`config.mk`:
```
export PLATFORM = sky130hd
export DESIGN_NAME = display_subset_support_cache_unit
export DESIGN_NICKNAME = d
export VERILOG_FILES = /design/src/dssc_pkg.sv /design/src/dssc_code_store.sv /design/src/display_subset_support_cache_unit.sv
export SDC_FILE = /design/constraint.sdc
export NUM_CORES = 2
export LEC_CHECK = 0
export BUFFER_PORTS_ARGS = -buffer_cell sky130_fd_sc_hd__buf_2
export CAP_MARGIN = 5
export CORE_MARGIN = 3
export CORE_UTILIZATION = 45
export CTS_CLUSTER_DIAMETER = 60
export DETAILED_ROUTE_END_ITERATION = 8
export PLACE_DENSITY = 0.69
export SYNTH_ARGS = -nofsm -noshare
export SYNTH_HDL_FRONTEND = slang
export SYNTH_HIERARCHICAL = 1
export SYNTH_SLANG_ARGS = --single-unit
```
`constraint.sdc`:
```
create_clock -name clk -period 9.1 [get_ports clk]
set_clock_uncertainty 0.05 [all_clocks]
set_input_delay 1.365 -clock clk [delete_from_list [all_inputs] [get_ports clk]]
set_output_delay 1.365 -clock clk [all_outputs]
set_load 0.03 [all_outputs]
```
`src/dssc_pkg.sv`:
```
// ----------------------------------------------------------------------------
// Display subset support cache package
// Shared constants, codes and small arithmetic helpers.
// ----------------------------------------------------------------------------
`default_nettype none

package dssc_pkg;

	// Fixed sizes of the path and subset fields.
	localparam int MAX_PATHS  = 8;
	localparam int MAX_SUBSET = 6;
	localparam int PW         = 3;   // path and slot number width
	localparam int CNT_W      = 4;   // width of counts up to MAX_PATHS
	localparam int IDX_W      = 9;   // width of a combinatorial subset index
	localparam int EPOCH_W    = 4;   // store generation mark width

	// Request functions.
	typedef enum logic [1:0] {
		FN_CONNECT = 2'd0,
		FN_QUERY   = 2'd1,
		FN_RECORD  = 2'd2,
		FN_INVAL   = 2'd3
	} func_t;

	// Query answers and stored codes.
	localparam logic [1:0] QR_UNKNOWN = 2'h0;
	localparam logic [1:0] QR_NOT_SUP = 2'h1;
	localparam logic [1:0] QR_SUP     = 2'h2;
	localparam logic [1:0] QR_INVALID = 2'h3;

	// Configuration register indexes.
	localparam logic REG_PATH_COUNT   = 1'b0;
	localparam logic REG_MAX_TOGETHER = 1'b1;

	// Binomial coefficients C(n,k) for n and k up to MAX_PATHS.
	localparam logic [7:0] PASCAL [0:8][0:8] = '{
		'{8'd1, 8'd0, 8'd0,  8'd0,  8'd0,  8'd0,  8'd0,  8'd0, 8'd0},
		'{8'd1, 8'd1, 8'd0,  8'd0,  8'd0,  8'd0,  8'd0,  8'd0, 8'd0},
		'{8'd1, 8'd2, 8'd1,  8'd0,  8'd0,  8'd0,  8'd0,  8'd0, 8'd0},
		'{8'd1, 8'd3, 8'd3,  8'd1,  8'd0,  8'd0,  8'd0,  8'd0, 8'd0},
		'{8'd1, 8'd4, 8'd6,  8'd4,  8'd1,  8'd0,  8'd0,  8'd0, 8'd0},
		'{8'd1, 8'd5, 8'd10, 8'd10, 8'd5,  8'd1,  8'd0,  8'd0, 8'd0},
		'{8'd1, 8'd6, 8'd15, 8'd20, 8'd15, 8'd6,  8'd1,  8'd0, 8'd0},
		'{8'd1, 8'd7, 8'd21, 8'd35, 8'd35, 8'd21, 8'd7,  8'd1, 8'd0},
		'{8'd1, 8'd8, 8'd28, 8'd56, 8'd70, 8'd56, 8'd28, 8'd8, 8'd1}
	};

	// C(n,k), zero where k exceeds n or n lies beyond the table.
	function automatic logic [7:0] choose(input logic [CNT_W-1:0] n,
	                                      input logic [CNT_W-1:0] k);
		logic [7:0] r;
		r = 8'd0;
		if (n <= CNT_W'(MAX_PATHS) && k <= n) begin
			r = PASCAL[n][k];
		end
		return r;
	endfunction

	// Number of set bits in a path mask.
	function automatic logic [CNT_W-1:0] popcount(input logic [MAX_PATHS-1:0] m);
		logic [CNT_W-1:0] c;
		c = '0;
		for (int i = 0; i < MAX_PATHS; i++) begin
			c = c + CNT_W'(m[i]);
		end
		return c;
	endfunction

	// Number of subset codes for the given path count and largest subset.
	function automatic logic [IDX_W-1:0] code_total(input logic [CNT_W-1:0] pc,
	                                                input logic [2:0] mt);
		logic [IDX_W-1:0] s;
		s = '0;
		for (int i = 1; i <= MAX_PATHS; i++) begin
			if (CNT_W'(i) <= {1'b0, mt} && CNT_W'(i) <= pc) begin
				s = s + IDX_W'(choose(pc, CNT_W'(i)));
			end
		end
		return s;
	endfunction

endpackage

`default_nettype wire

```
`src/dssc_code_store.sv`:
```
// ----------------------------------------------------------------------------
// Subset code store
// Synchronous memory with one write port and one registered read port.
// ----------------------------------------------------------------------------
`default_nettype none

module dssc_code_store #(
	parameter int DEPTH = 256,
	parameter int WIDTH = 6
) (
	input  wire logic                     clk,
	input  wire logic                     rd_en,
	input  wire logic [$clog2(DEPTH)-1:0] rd_addr,
	output logic      [WIDTH-1:0]         rd_data,
	input  wire logic                     wr_en,
	input  wire logic [$clog2(DEPTH)-1:0] wr_addr,
	input  wire logic [WIDTH-1:0]         wr_data
);

	logic [WIDTH-1:0] mem [DEPTH];
	logic [WIDTH-1:0] rd_data_q;

	// Write port.
	always_ff @(posedge clk) begin
		if (wr_en) begin
			mem[wr_addr] <= wr_data;
		end
	end

	// Registered read port.
	always_ff @(posedge clk) begin
		if (rd_en) begin
			rd_data_q <= mem[rd_addr];
		end
	end

	assign rd_data = rd_data_q;

endmodule

`default_nettype wire

```
`src/display_subset_support_cache_unit.sv`:
```
// ----------------------------------------------------------------------------
// Display subset support cache
// Records whether subsets of display paths can be enabled together.
// ----------------------------------------------------------------------------
// Requests enter on the req channel (req_valid, req_stall) and each one gives
// exactly one response on the rsp channel (rsp_valid, rsp_stall). One request
// is worked on at a time; req_stall is high while it is in progress.
// A request settled in its first step passes from acceptance through S_EVAL
// to S_DONE (via S_SWEEP when a clear wraps the mark), which loads the response
// register and returns to S_IDLE. This covers connection changes, invalidates,
// rejected requests, single-path and shortcut answers, and subsets with an unmapped path.
// Any other query or record walks the eight slot numbers one per cycle to
// build the combinatorial index, then reads the code memory unless the index
// lies past the store. It passes through S_EVAL, S_INDEX, S_CHECK, S_MERGE
// (skipped past the store) and S_DONE before the next request is taken.
// Clearing the code store bumps a 4-bit generation mark; every 16th clear
// instead sweeps all CODE_DEPTH entries of the memory.
// After reset the block sweeps the whole code memory before it takes its
// first request; configuration writes are taken at any time.
// A finished response waits in the output register while rsp_stall is high;
// the next request is accepted meanwhile and stops only when its own
// response is ready and the register is still full.
// The APB port holds path_count at address 0 and max_together at address 4.
// ----------------------------------------------------------------------------
`default_nettype none

module display_subset_support_cache_unit import dssc_pkg::*; #(
	parameter int CODE_DEPTH = 256
) (
	input  wire logic        clk,
	input  wire logic        arst_n,
	// Request channel.
	input  wire logic        req_valid,
	output logic             req_stall,
	input  wire logic [1:0]  func,
	input  wire logic [2:0]  path_index,
	input  wire logic        is_connected,
	input  wire logic [7:0]  display_mask,
	input  wire logic        is_supported,
	input  wire logic        clear_singles,
	// Response channel.
	output logic             rsp_valid,
	input  wire logic        rsp_stall,
	output logic [1:0]       query_result,
	output logic             bad_request,
	// Configuration port.
	input  wire logic        psel,
	input  wire logic        penable,
	input  wire logic        pwrite,
	input  wire logic [2:0]  paddr,
	input  wire logic [31:0] pwdata,
	output logic [31:0]      prdata,
	output logic             pready
);

	localparam int AW = $clog2(CODE_DEPTH);
	localparam int MW = EPOCH_W + 2;

	typedef enum logic [6:0] {
		S_IDLE  = 7'b0000001,
		S_EVAL  = 7'b0000010,
		S_INDEX = 7'b0000100,
		S_CHECK = 7'b0001000,
		S_MERGE = 7'b0010000,
		S_SWEEP = 7'b0100000,
		S_DONE  = 7'b1000000
	} state_t;

	state_t state_q;

	// Configuration registers.
	logic [CNT_W-1:0] pc_q;
	logic [2:0]       mt_q;
	logic [IDX_W-1:0] cc_q;

	// Cache state.
	logic [MAX_PATHS-1:0] cm_q;
	logic [CNT_W-1:0]     total_q;
	logic [CNT_W-1:0]     slots_q;
	logic [PW-1:0]        p2s_q [MAX_PATHS];
	logic [MAX_PATHS-1:0] pmap_q;
	logic [PW-1:0]        s2p_q [MAX_PATHS];
	logic [MAX_PATHS-1:0] smap_q;
	logic [MAX_PATHS-1:0] sv_q;
	logic [MAX_PATHS-1:0] ss_q;
	logic [1:0]           acc_q;
	logic [EPOCH_W-1:0]   epoch_q;
	logic [AW-1:0]        sweep_q;
	logic                 item_q;

	// Request registers.
	func_t                func_s1;
	logic [PW-1:0]        path_s1;
	logic                 conn_s1;
	logic [MAX_PATHS-1:0] mask_s1;
	logic                 sup_s1;
	logic                 clr_s1;

	// Index walk.
	logic [MAX_PATHS-1:0] slotv_q;
	logic [CNT_W-1:0]     size_q;
	logic [PW-1:0]        step_q;
	logic [CNT_W-1:0]     ord_q;
	logic [IDX_W-1:0]     idx_q;

	// Response.
	logic [1:0] res_q;
	logic       bad_q;
	logic       rsp_valid_q;
	logic [1:0] rsp_res_q;
	logic       rsp_bad_q;

	// Memory port.
	logic          mem_rd_en;
	logic [MW-1:0] mem_rd_data;
	logic          mem_wr_en;
	logic [AW-1:0] mem_wr_addr;
	logic [MW-1:0] mem_wr_data;

	// Evaluation terms.
	logic [MAX_PATHS-1:0] bit_p;
	logic [MAX_PATHS-1:0] cm_new;
	logic [CNT_W-1:0]     tot_new;
	logic                 grow;
	logic [CNT_W-1:0]     slots_new;
	logic                 found;
	logic [PW-1:0]        fslot;
	logic                 path_bad;
	logic                 mask_bad;
	logic                 changed;
	logic [CNT_W-1:0]     size;
	logic                 sub_ok;
	logic                 map_ok;
	logic                 shortcut;
	logic [MAX_PATHS-1:0] slot_vec;
	logic                 clr_store;
	logic [IDX_W-1:0]     add1;
	logic [IDX_W-1:0]     add2;
	logic                 take;
	logic                 hit;
	logic [1:0]           cur_code;
	logic [1:0]           new_code;
	logic                 out_free;
	logic                 cfg_wr;
	logic [3:0]           pc_wr;
	logic [2:0]           mt_wr;

	assign req_stall = (state_q != S_IDLE);
	assign out_free  = !rsp_valid_q || !rsp_stall;
	assign pready    = 1'b1;

	// Configuration decode with clamping.
	always_comb begin
		cfg_wr = psel && penable && pwrite;
		pc_wr  = pwdata[3:0];
		if (pc_wr < 4'd1) begin
			pc_wr = 4'd1;
		end
		if (pc_wr > CNT_W'(MAX_PATHS)) begin
			pc_wr = CNT_W'(MAX_PATHS);
		end
		mt_wr = pwdata[2:0];
		if (mt_wr < 3'd1) begin
			mt_wr = 3'd1;
		end
		if (mt_wr > 3'(MAX_SUBSET)) begin
			mt_wr = 3'(MAX_SUBSET);
		end
	end

	always_ff @(posedge clk or negedge arst_n) begin
		if (!arst_n) begin
			pc_q <= CNT_W'(MAX_PATHS);
			mt_q <= 3'(MAX_SUBSET);
		end else if (cfg_wr) begin
			unique case (paddr[2])
				REG_PATH_COUNT:   pc_q <= pc_wr;
				REG_MAX_TOGETHER: mt_q <= mt_wr;
				default:          pc_q <= pc_q;
			endcase
		end
	end

	// Register read back.
	always_comb begin
		unique case (paddr[2])
			REG_PATH_COUNT:   prdata = {28'd0, pc_q};
			REG_MAX_TOGETHER: prdata = {29'd0, mt_q};
			default:          prdata = 32'd0;
		endcase
	end

	// Code count, limited to the store depth.
	always_ff @(posedge clk or negedge arst_n) begin
		if (!arst_n) begin
			cc_q <= '0;
		end else if (int'(code_total(pc_q, mt_q)) > CODE_DEPTH) begin
			cc_q <= IDX_W'(CODE_DEPTH);
		end else begin
			cc_q <= code_total(pc_q, mt_q);
		end
	end

	// Connection, mask and shortcut terms of the held request.
	always_comb begin
		bit_p     = MAX_PATHS'(1) << path_s1;
		cm_new    = conn_s1 ? (cm_q | bit_p) : (cm_q & ~bit_p);
		tot_new   = conn_s1 ? total_q + 1'b1 : total_q - 1'b1;
		grow      = (tot_new > slots_q) && (slots_q < CNT_W'(MAX_PATHS));
		slots_new = slots_q + CNT_W'(grow);
		found     = 1'b0;
		fslot     = '0;
		for (int i = 0; i < MAX_PATHS; i++) begin
			if (!found && CNT_W'(i) < slots_new) begin
				if (!smap_q[i] || !cm_new[s2p_q[i]]) begin
					found = 1'b1;
					fslot = PW'(i);
				end
			end
		end
		path_bad = {1'b0, path_s1} >= pc_q;
		changed  = cm_q[path_s1] != conn_s1;
		mask_bad = (mask_s1 == '0) || ((mask_s1 >> pc_q) != '0);
		size     = popcount(mask_s1);
		sub_ok   = (mask_s1 & ~cm_q) == '0;
		map_ok   = (mask_s1 & ~pmap_q) == '0;
		shortcut = (size <= total_q) && (size <= {1'b0, mt_q}) &&
		           (acc_q != QR_UNKNOWN) && sub_ok;
		slot_vec = '0;
		for (int p = 0; p < MAX_PATHS; p++) begin
			if (mask_s1[p]) begin
				slot_vec[p2s_q[p]] = 1'b1;
			end
		end
		clr_store = 1'b0;
		if (state_q == S_EVAL) begin
			if (func_s1 == FN_INVAL) begin
				clr_store = 1'b1;
			end else if (func_s1 == FN_CONNECT && !path_bad && changed) begin
				clr_store = grow || (conn_s1 && !pmap_q[path_s1]);
			end
		end
	end

	// One step of the combinatorial index walk.
	always_comb begin
		add1 = '0;
		if (step_q != '0 && {1'b0, step_q} < size_q) begin
			add1 = IDX_W'(choose(slots_q, {1'b0, step_q}));
		end
		take = slotv_q[step_q] && (ord_q < size_q);
		add2 = take ? IDX_W'(choose({1'b0, step_q}, ord_q + 1'b1)) : '0;
	end

	// Merge of the stored code with the current generation.
	always_comb begin
		hit      = mem_rd_data[MW-1:2] == epoch_q;
		cur_code = hit ? mem_rd_data[1:0] : QR_UNKNOWN;
		new_code = cur_code | (sup_s1 ? QR_SUP : QR_NOT_SUP);
	end

	// Memory port control.
	always_comb begin
		mem_rd_en   = (state_q == S_CHECK) && (idx_q < cc_q);
		mem_wr_en   = 1'b0;
		mem_wr_addr = AW'(idx_q);
		mem_wr_data = {epoch_q, new_code};
		if (state_q == S_SWEEP) begin
			mem_wr_en   = 1'b1;
			mem_wr_addr = sweep_q;
			mem_wr_data = '0;
		end else if (state_q == S_MERGE && func_s1 == FN_RECORD) begin
			mem_wr_en = 1'b1;
		end
	end

	dssc_code_store #(
		.DEPTH (CODE_DEPTH),
		.WIDTH (MW)
	) u_store (
		.clk     (clk),
		.rd_en   (mem_rd_en),
		.rd_addr (AW'(idx_q)),
		.rd_data (mem_rd_data),
		.wr_en   (mem_wr_en),
		.wr_addr (mem_wr_addr),
		.wr_data (mem_wr_data)
	);

	// Request sequencer and cache state.
	always_ff @(posedge clk or negedge arst_n) begin
		if (!arst_n) begin
			state_q <= S_SWEEP;
			item_q  <= 1'b0;
			sweep_q <= '0;
			epoch_q <= '0;
			cm_q    <= '0;
			total_q <= '0;
			slots_q <= '0;
			pmap_q  <= '0;
			smap_q  <= '0;
			sv_q    <= '0;
			ss_q    <= '0;
			acc_q   <= QR_UNKNOWN;
			for (int i = 0; i < MAX_PATHS; i++) begin
				p2s_q[i] <= '0;
				s2p_q[i] <= '0;
			end
		end else begin
			unique case (state_q)
				S_IDLE: begin
					if (req_valid) begin
						func_s1 <= func_t'(func);
						path_s1 <= path_index;
						conn_s1 <= is_connected;
						mask_s1 <= display_mask;
						sup_s1  <= is_supported;
						clr_s1  <= clear_singles;
						res_q   <= QR_UNKNOWN;
						bad_q   <= 1'b0;
						item_q  <= 1'b1;
						state_q <= S_EVAL;
					end
				end
				S_EVAL: begin
					state_q <= S_DONE;
					step_q  <= '0;
					ord_q   <= '0;
					idx_q   <= '0;
					slotv_q <= slot_vec;
					size_q  <= size;
					unique case (func_s1)
						FN_CONNECT: begin
							if (path_bad) begin
								bad_q <= 1'b1;
							end else if (changed) begin
								cm_q    <= cm_new;
								total_q <= tot_new;
								slots_q <= slots_new;
								if (!conn_s1) begin
									if (acc_q == QR_NOT_SUP) begin
										acc_q <= QR_UNKNOWN;
									end
								end else if (pmap_q[path_s1]) begin
									if (acc_q == QR_SUP) begin
										acc_q <= QR_UNKNOWN;
									end
								end else begin
									acc_q <= QR_UNKNOWN;
									if (found) begin
										if (smap_q[fslot]) begin
											pmap_q[s2p_q[fslot]] <= 1'b0;
											p2s_q[s2p_q[fslot]]  <= '0;
										end
										smap_q[fslot]   <= 1'b1;
										s2p_q[fslot]    <= path_s1;
										pmap_q[path_s1] <= 1'b1;
										p2s_q[path_s1]  <= fslot;
									end
								end
							end
						end
						FN_QUERY: begin
							if (mask_bad) begin
								bad_q <= 1'b1;
								res_q <= QR_INVALID;
							end else if (size == CNT_W'(1)) begin
								if ((sv_q & mask_s1) == '0) begin
									res_q <= QR_UNKNOWN;
								end else if ((ss_q & mask_s1) != '0) begin
									res_q <= QR_SUP;
								end else begin
									res_q <= QR_NOT_SUP;
								end
							end else if (shortcut && acc_q == QR_SUP) begin
								res_q <= QR_SUP;
							end else if (shortcut && size == total_q) begin
								res_q <= QR_NOT_SUP;
							end else if (!map_ok) begin
								res_q <= QR_INVALID;
							end else begin
								state_q <= S_INDEX;
							end
						end
						FN_RECORD: begin
							if (mask_bad) begin
								bad_q <= 1'b1;
							end else if (size == CNT_W'(1)) begin
								sv_q <= sv_q | mask_s1;
								if (sup_s1) begin
									ss_q <= ss_q | mask_s1;
								end
							end else begin
								if (sub_ok && size == total_q) begin
									acc_q <= sup_s1 ? QR_SUP : QR_NOT_SUP;
								end
								if (map_ok) begin
									state_q <= S_INDEX;
								end
							end
						end
						FN_INVAL: begin
							acc_q <= QR_UNKNOWN;
							if (clr_s1) begin
								sv_q <= '0;
								ss_q <= '0;
							end
						end
						default: begin
							state_q <= S_DONE;
						end
					endcase
					// A store clear bumps the generation, or sweeps on wrap.
					if (clr_store) begin
						if (epoch_q == '1) begin
							epoch_q <= '0;
							sweep_q <= '0;
							state_q <= S_SWEEP;
						end else begin
							epoch_q <= epoch_q + 1'b1;
						end
					end
				end
				S_INDEX: begin
					idx_q  <= idx_q + add1 + add2;
					ord_q  <= ord_q + CNT_W'(take);
					step_q <= step_q + 1'b1;
					if (step_q == PW'(MAX_PATHS - 1)) begin
						state_q <= S_CHECK;
					end
				end
				S_CHECK: begin
					if (idx_q >= cc_q) begin
						if (func_s1 == FN_QUERY) begin
							res_q <= (size_q > {1'b0, mt_q}) ? QR_NOT_SUP : QR_INVALID;
						end
						state_q <= S_DONE;
					end else begin
						state_q <= S_MERGE;
					end
				end
				S_MERGE: begin
					if (func_s1 == FN_QUERY) begin
						res_q <= cur_code;
					end
					state_q <= S_DONE;
				end
				S_SWEEP: begin
					sweep_q <= sweep_q + 1'b1;
					if (sweep_q == AW'(CODE_DEPTH - 1)) begin
						state_q <= item_q ? S_DONE : S_IDLE;
					end
				end
				S_DONE: begin
					if (out_free) begin
						item_q  <= 1'b0;
						state_q <= S_IDLE;
					end
				end
				default: begin
					state_q <= S_IDLE;
				end
			endcase
		end
	end

	// Response register.
	always_ff @(posedge clk or negedge arst_n) begin
		if (!arst_n) begin
			rsp_valid_q <= 1'b0;
		end else if (state_q == S_DONE && out_free) begin
			rsp_valid_q <= 1'b1;
		end else if (!rsp_stall) begin
			rsp_valid_q <= 1'b0;
		end
	end

	always_ff @(posedge clk) begin
		if (state_q == S_DONE && out_free) begin
			rsp_res_q <= res_q;
			rsp_bad_q <= bad_q;
		end
	end

	assign rsp_valid    = rsp_valid_q;
	assign query_result = rsp_res_q;
	assign bad_request  = rsp_bad_q;

endmodule

`default_nettype wire

```
==> reports/qor.yml <==
status: "finished clean"
ff2ff_path_depth: 36
critPathBufInv: 3
synth_edf_count: 1592
min_period_ns: 8.15
synthTopCellsByArea: "edfxtp_1 (63%), mux4_2 (10%), dfrtp_1 (4.3%)"
netlist_area_um2: 75500
nFillCells: 13400
regArea_um2: 51200
portBuffers: 36
start_kind: "register"
clk_path_buf_depth: 3
via_per_inst: 6.12
antenna_found_initial: 5
insertion_delay_ns: 0.81
hold_depth: 0
ant_nets: 0
synth_warnings: 6
dp_hpwl_um: 116000
r2r_end: "cc_q[1]"
rows: 149
hold_viol_final: 0
fin_hold_ws_ns: 0.414
ioPinCount: 96
grt_pass1_vias: 42800
placed_cell_area_um2: 77800
syn_avg_cell_area_um2: 16.0
final_cell_area_um2: 83800
grt_first_pass_wirelength_um: 277000
ys_seq_elements: 1727
end_kind: "register"
cts_hold_buf: 0
synth.top_cell.area_share: 0.633
ir_drop_mv: 0.235
slowest_delay_ns: 0.65
synth.distinct_cells: 103
max_freq_mhz: 123
slowest_stage: "dfrtp_1"
htree_levels: 4
netlist_instances: 4720
cts_num_sinks: 1727
ys_seq_area_frac: 0.678
fin_tns_setup_ns: 0
core_area_um2: 166000
area_growth_syn_to_layout_pct: 11.0
cts_inserted_buffers: 178
cts_tree: "yes"
worstReg2RegStart: "pc_q[0]"
cp.required_ns: 9.69
setup-violations-final: 0
yosys.area.top_type: "edfxtp_1"
grt_max_degree: 181
drc: 0
die_area_um2: 173000
routabilityCongestion: 0.893
grt_setup_unrepaired: "no"
die_h_um: 416
drt-initial-drc-count: 5555
reg2reg_setup_slack_ns: 0.95
powerDensity_nw_per_um2: 232
routed_wl_um: 186000
crit_family: "adder cells"
cts_resized: 0
routed-via-count: 43500
die_w_um: 416
async_flop_share: 0.0782
multi_input_area_um2: 22500
period_share: 0.896
track_usage: 0.213
routedWlPerCell_um: 26.1
min-delay-start: "res_q[0]"
synth_ff_type: "edfxtp_1"
critPathKind: "reg2reg"
leakage_uw: 0.0271
clkSlewWorstSetupHoldPaths_ns: 0.06
hold_end: "query_result[0]"
root_buffer: "clkbuf_16"
layout-drive-gt1-share: 0.168
firstDrtPassIters: 6
hp-class: "reg2reg"
initial_core_util: 0.455
grt_overflow: 0
slew-limit-headroom: 0.212
cp_max_fo: 13
drv_slew: 0
maxCapViolCount: 0
worst_pin_slew_ns: 1.18
fin_nets: 4950
cp.arrival_ns: 8.74
cts_setup_buffers: 0
-- per-stage QoR --
step / total power, µW / setup WS [ns] / util / instances
after global routing: 20100 / 0.141 / 0.505 / 7105
after floorplan: 11500 / 2.11 / - / 4747
after global placement: 12200 / 1.08 / 0.469 / 6774
after CTS: 19500 / 0.928 / 0.505 / 7105
after detailed placement: 12200 / 0.968 / 0.469 / 6774
final: 19400 / 0.948 / 0.505 / 7106
-- sequential cells by signal (all words and copies together) (netlist names), 9 cells and up --
signal,count
s2p_q,24
cc_q,9
idx_q,9
u_store/mem,1536
p2s_q,24
-- per-layer routing --
| metal | up-vias | share of wire | track usage |
|---|---|---|---|
| met4 | 0 | 0.038 | 0.0785 |
| met1 | 22200 | 0.40 | 0.302 |
| met5 | - | 0 | 0 |
| li1 | 18700 | - | - |
| met3 | 400 | 0.098 | 0.0412 |
| met2 | 2253 | 0.46 | 0.328 |
-- cell usage in the layout, fill, tap and decap left out, types with 39 or more instances in the layout --
master,netlist,routed
o22ai_1,39,39
clkbuf_16,0,180
mux2_2,56,56
clkinv_1,2,49
mux4_2,337,337
inv_1,128,128
nand3_1,88,88
ha_1,110,110
dfrtp_1,131,131
nor2b_1,55,53
edfxtp_1,1592,1592
nor2_1,484,483
nand2_1,217,217
a21oi_1,130,128
mux2i_1,156,156
nor3_1,59,59
o21ai_0,133,132
a22oi_1,92,92
buf_4,58,72
-- where the power goes --
group,internal (µW),switching (µW)
clock network,4210,3120
registers,9310,138
logic,818,1820
total,14300,5080
-- cells in the mapped netlist (10+ instances only) --
library cell and n:
mux2_2 56, o221ai_1 34, o31ai_1 12, edfxtp_1 1592, buf_1 15, buf_2 43
or2_2 12, a31oi_1 23, nor3_1 59, xnor2_1 33, o211ai_1 11, a22oi_1 92
o22ai_1 39, a21o_1 23, dfrtp_1 131, nand3_1 88, buf_4 58, xor2_1 31
nor2_1 484, nand4_1 29, ha_1 110, clkbuf_1 145, a21oi_1 130, nand2_1 217
o21a_1 22, inv_1 128, and3_1 17, or4_1 10, nand2b_1 33, or3_1 13
fa_1 17, a211oi_1 27, buf_6 16, mux2i_1 156, a221oi_1 22, mux4_2 337
nand3b_1 16, o21ai_0 133, a32oi_1 20, nor4_1 27, and2_1 28, nor2b_1 55
-- how the worst max path moves through the flow --
| stage | from | slack [ns] | end | cells after the start |
|---|---|---|---|---|
| finish | pc_q[0] | 0.95 | cc_q[1] | 36 |
| global route | pc_q[0] | 0.14 | cc_q[3] | 37 |
| CTS | pc_q[0] | 0.93 | cc_q[1] | 36 |
| detailed placement | pc_q[0] | 0.97 | cc_q[1] | 36 |
| global placement | pc_q[0] | 1.08 | cc_q[6] | 37 |
| floorplan | pc_q[0] | 2.11 | cc_q[0] | 37 |
-- kinds of logic (layout without fill, tap and decap cells) --
logic type / Yosys count / after routing / share of synthesized area
DFF: 1727 / 1727 / 0.678
buffers and inverters: 408 / 577 / 0.0255
AOI/OAI and AO/OA: 702 / 702 / 0.0639
muxes: 555 / 555 / 0.130
other: 2 / 30 / 0.0000995
xor gates and xnor gates: 65 / 65 / 0.00764
and+or+nand+nor: 1133 / 1133 / 0.0716
adders and majority gates: 128 / 128 / 0.0229
-- final cells by class --
class | instances | share of cell area
Inverter | 131 | 0.00587
Timing Repair Buffer | 115 | 0.0103
Clock inverter | 124 | 0.0161
Antenna cell | 1 | 0.0000299
Sequential cell | 1727 | 0.611
Multi-Input combinational cell | 2612 | 0.269
Tap cell | 2189 | 0.0327
Clock buffer | 207 | 0.0551
No activity file was read; power rests on OpenSTA's default activity.
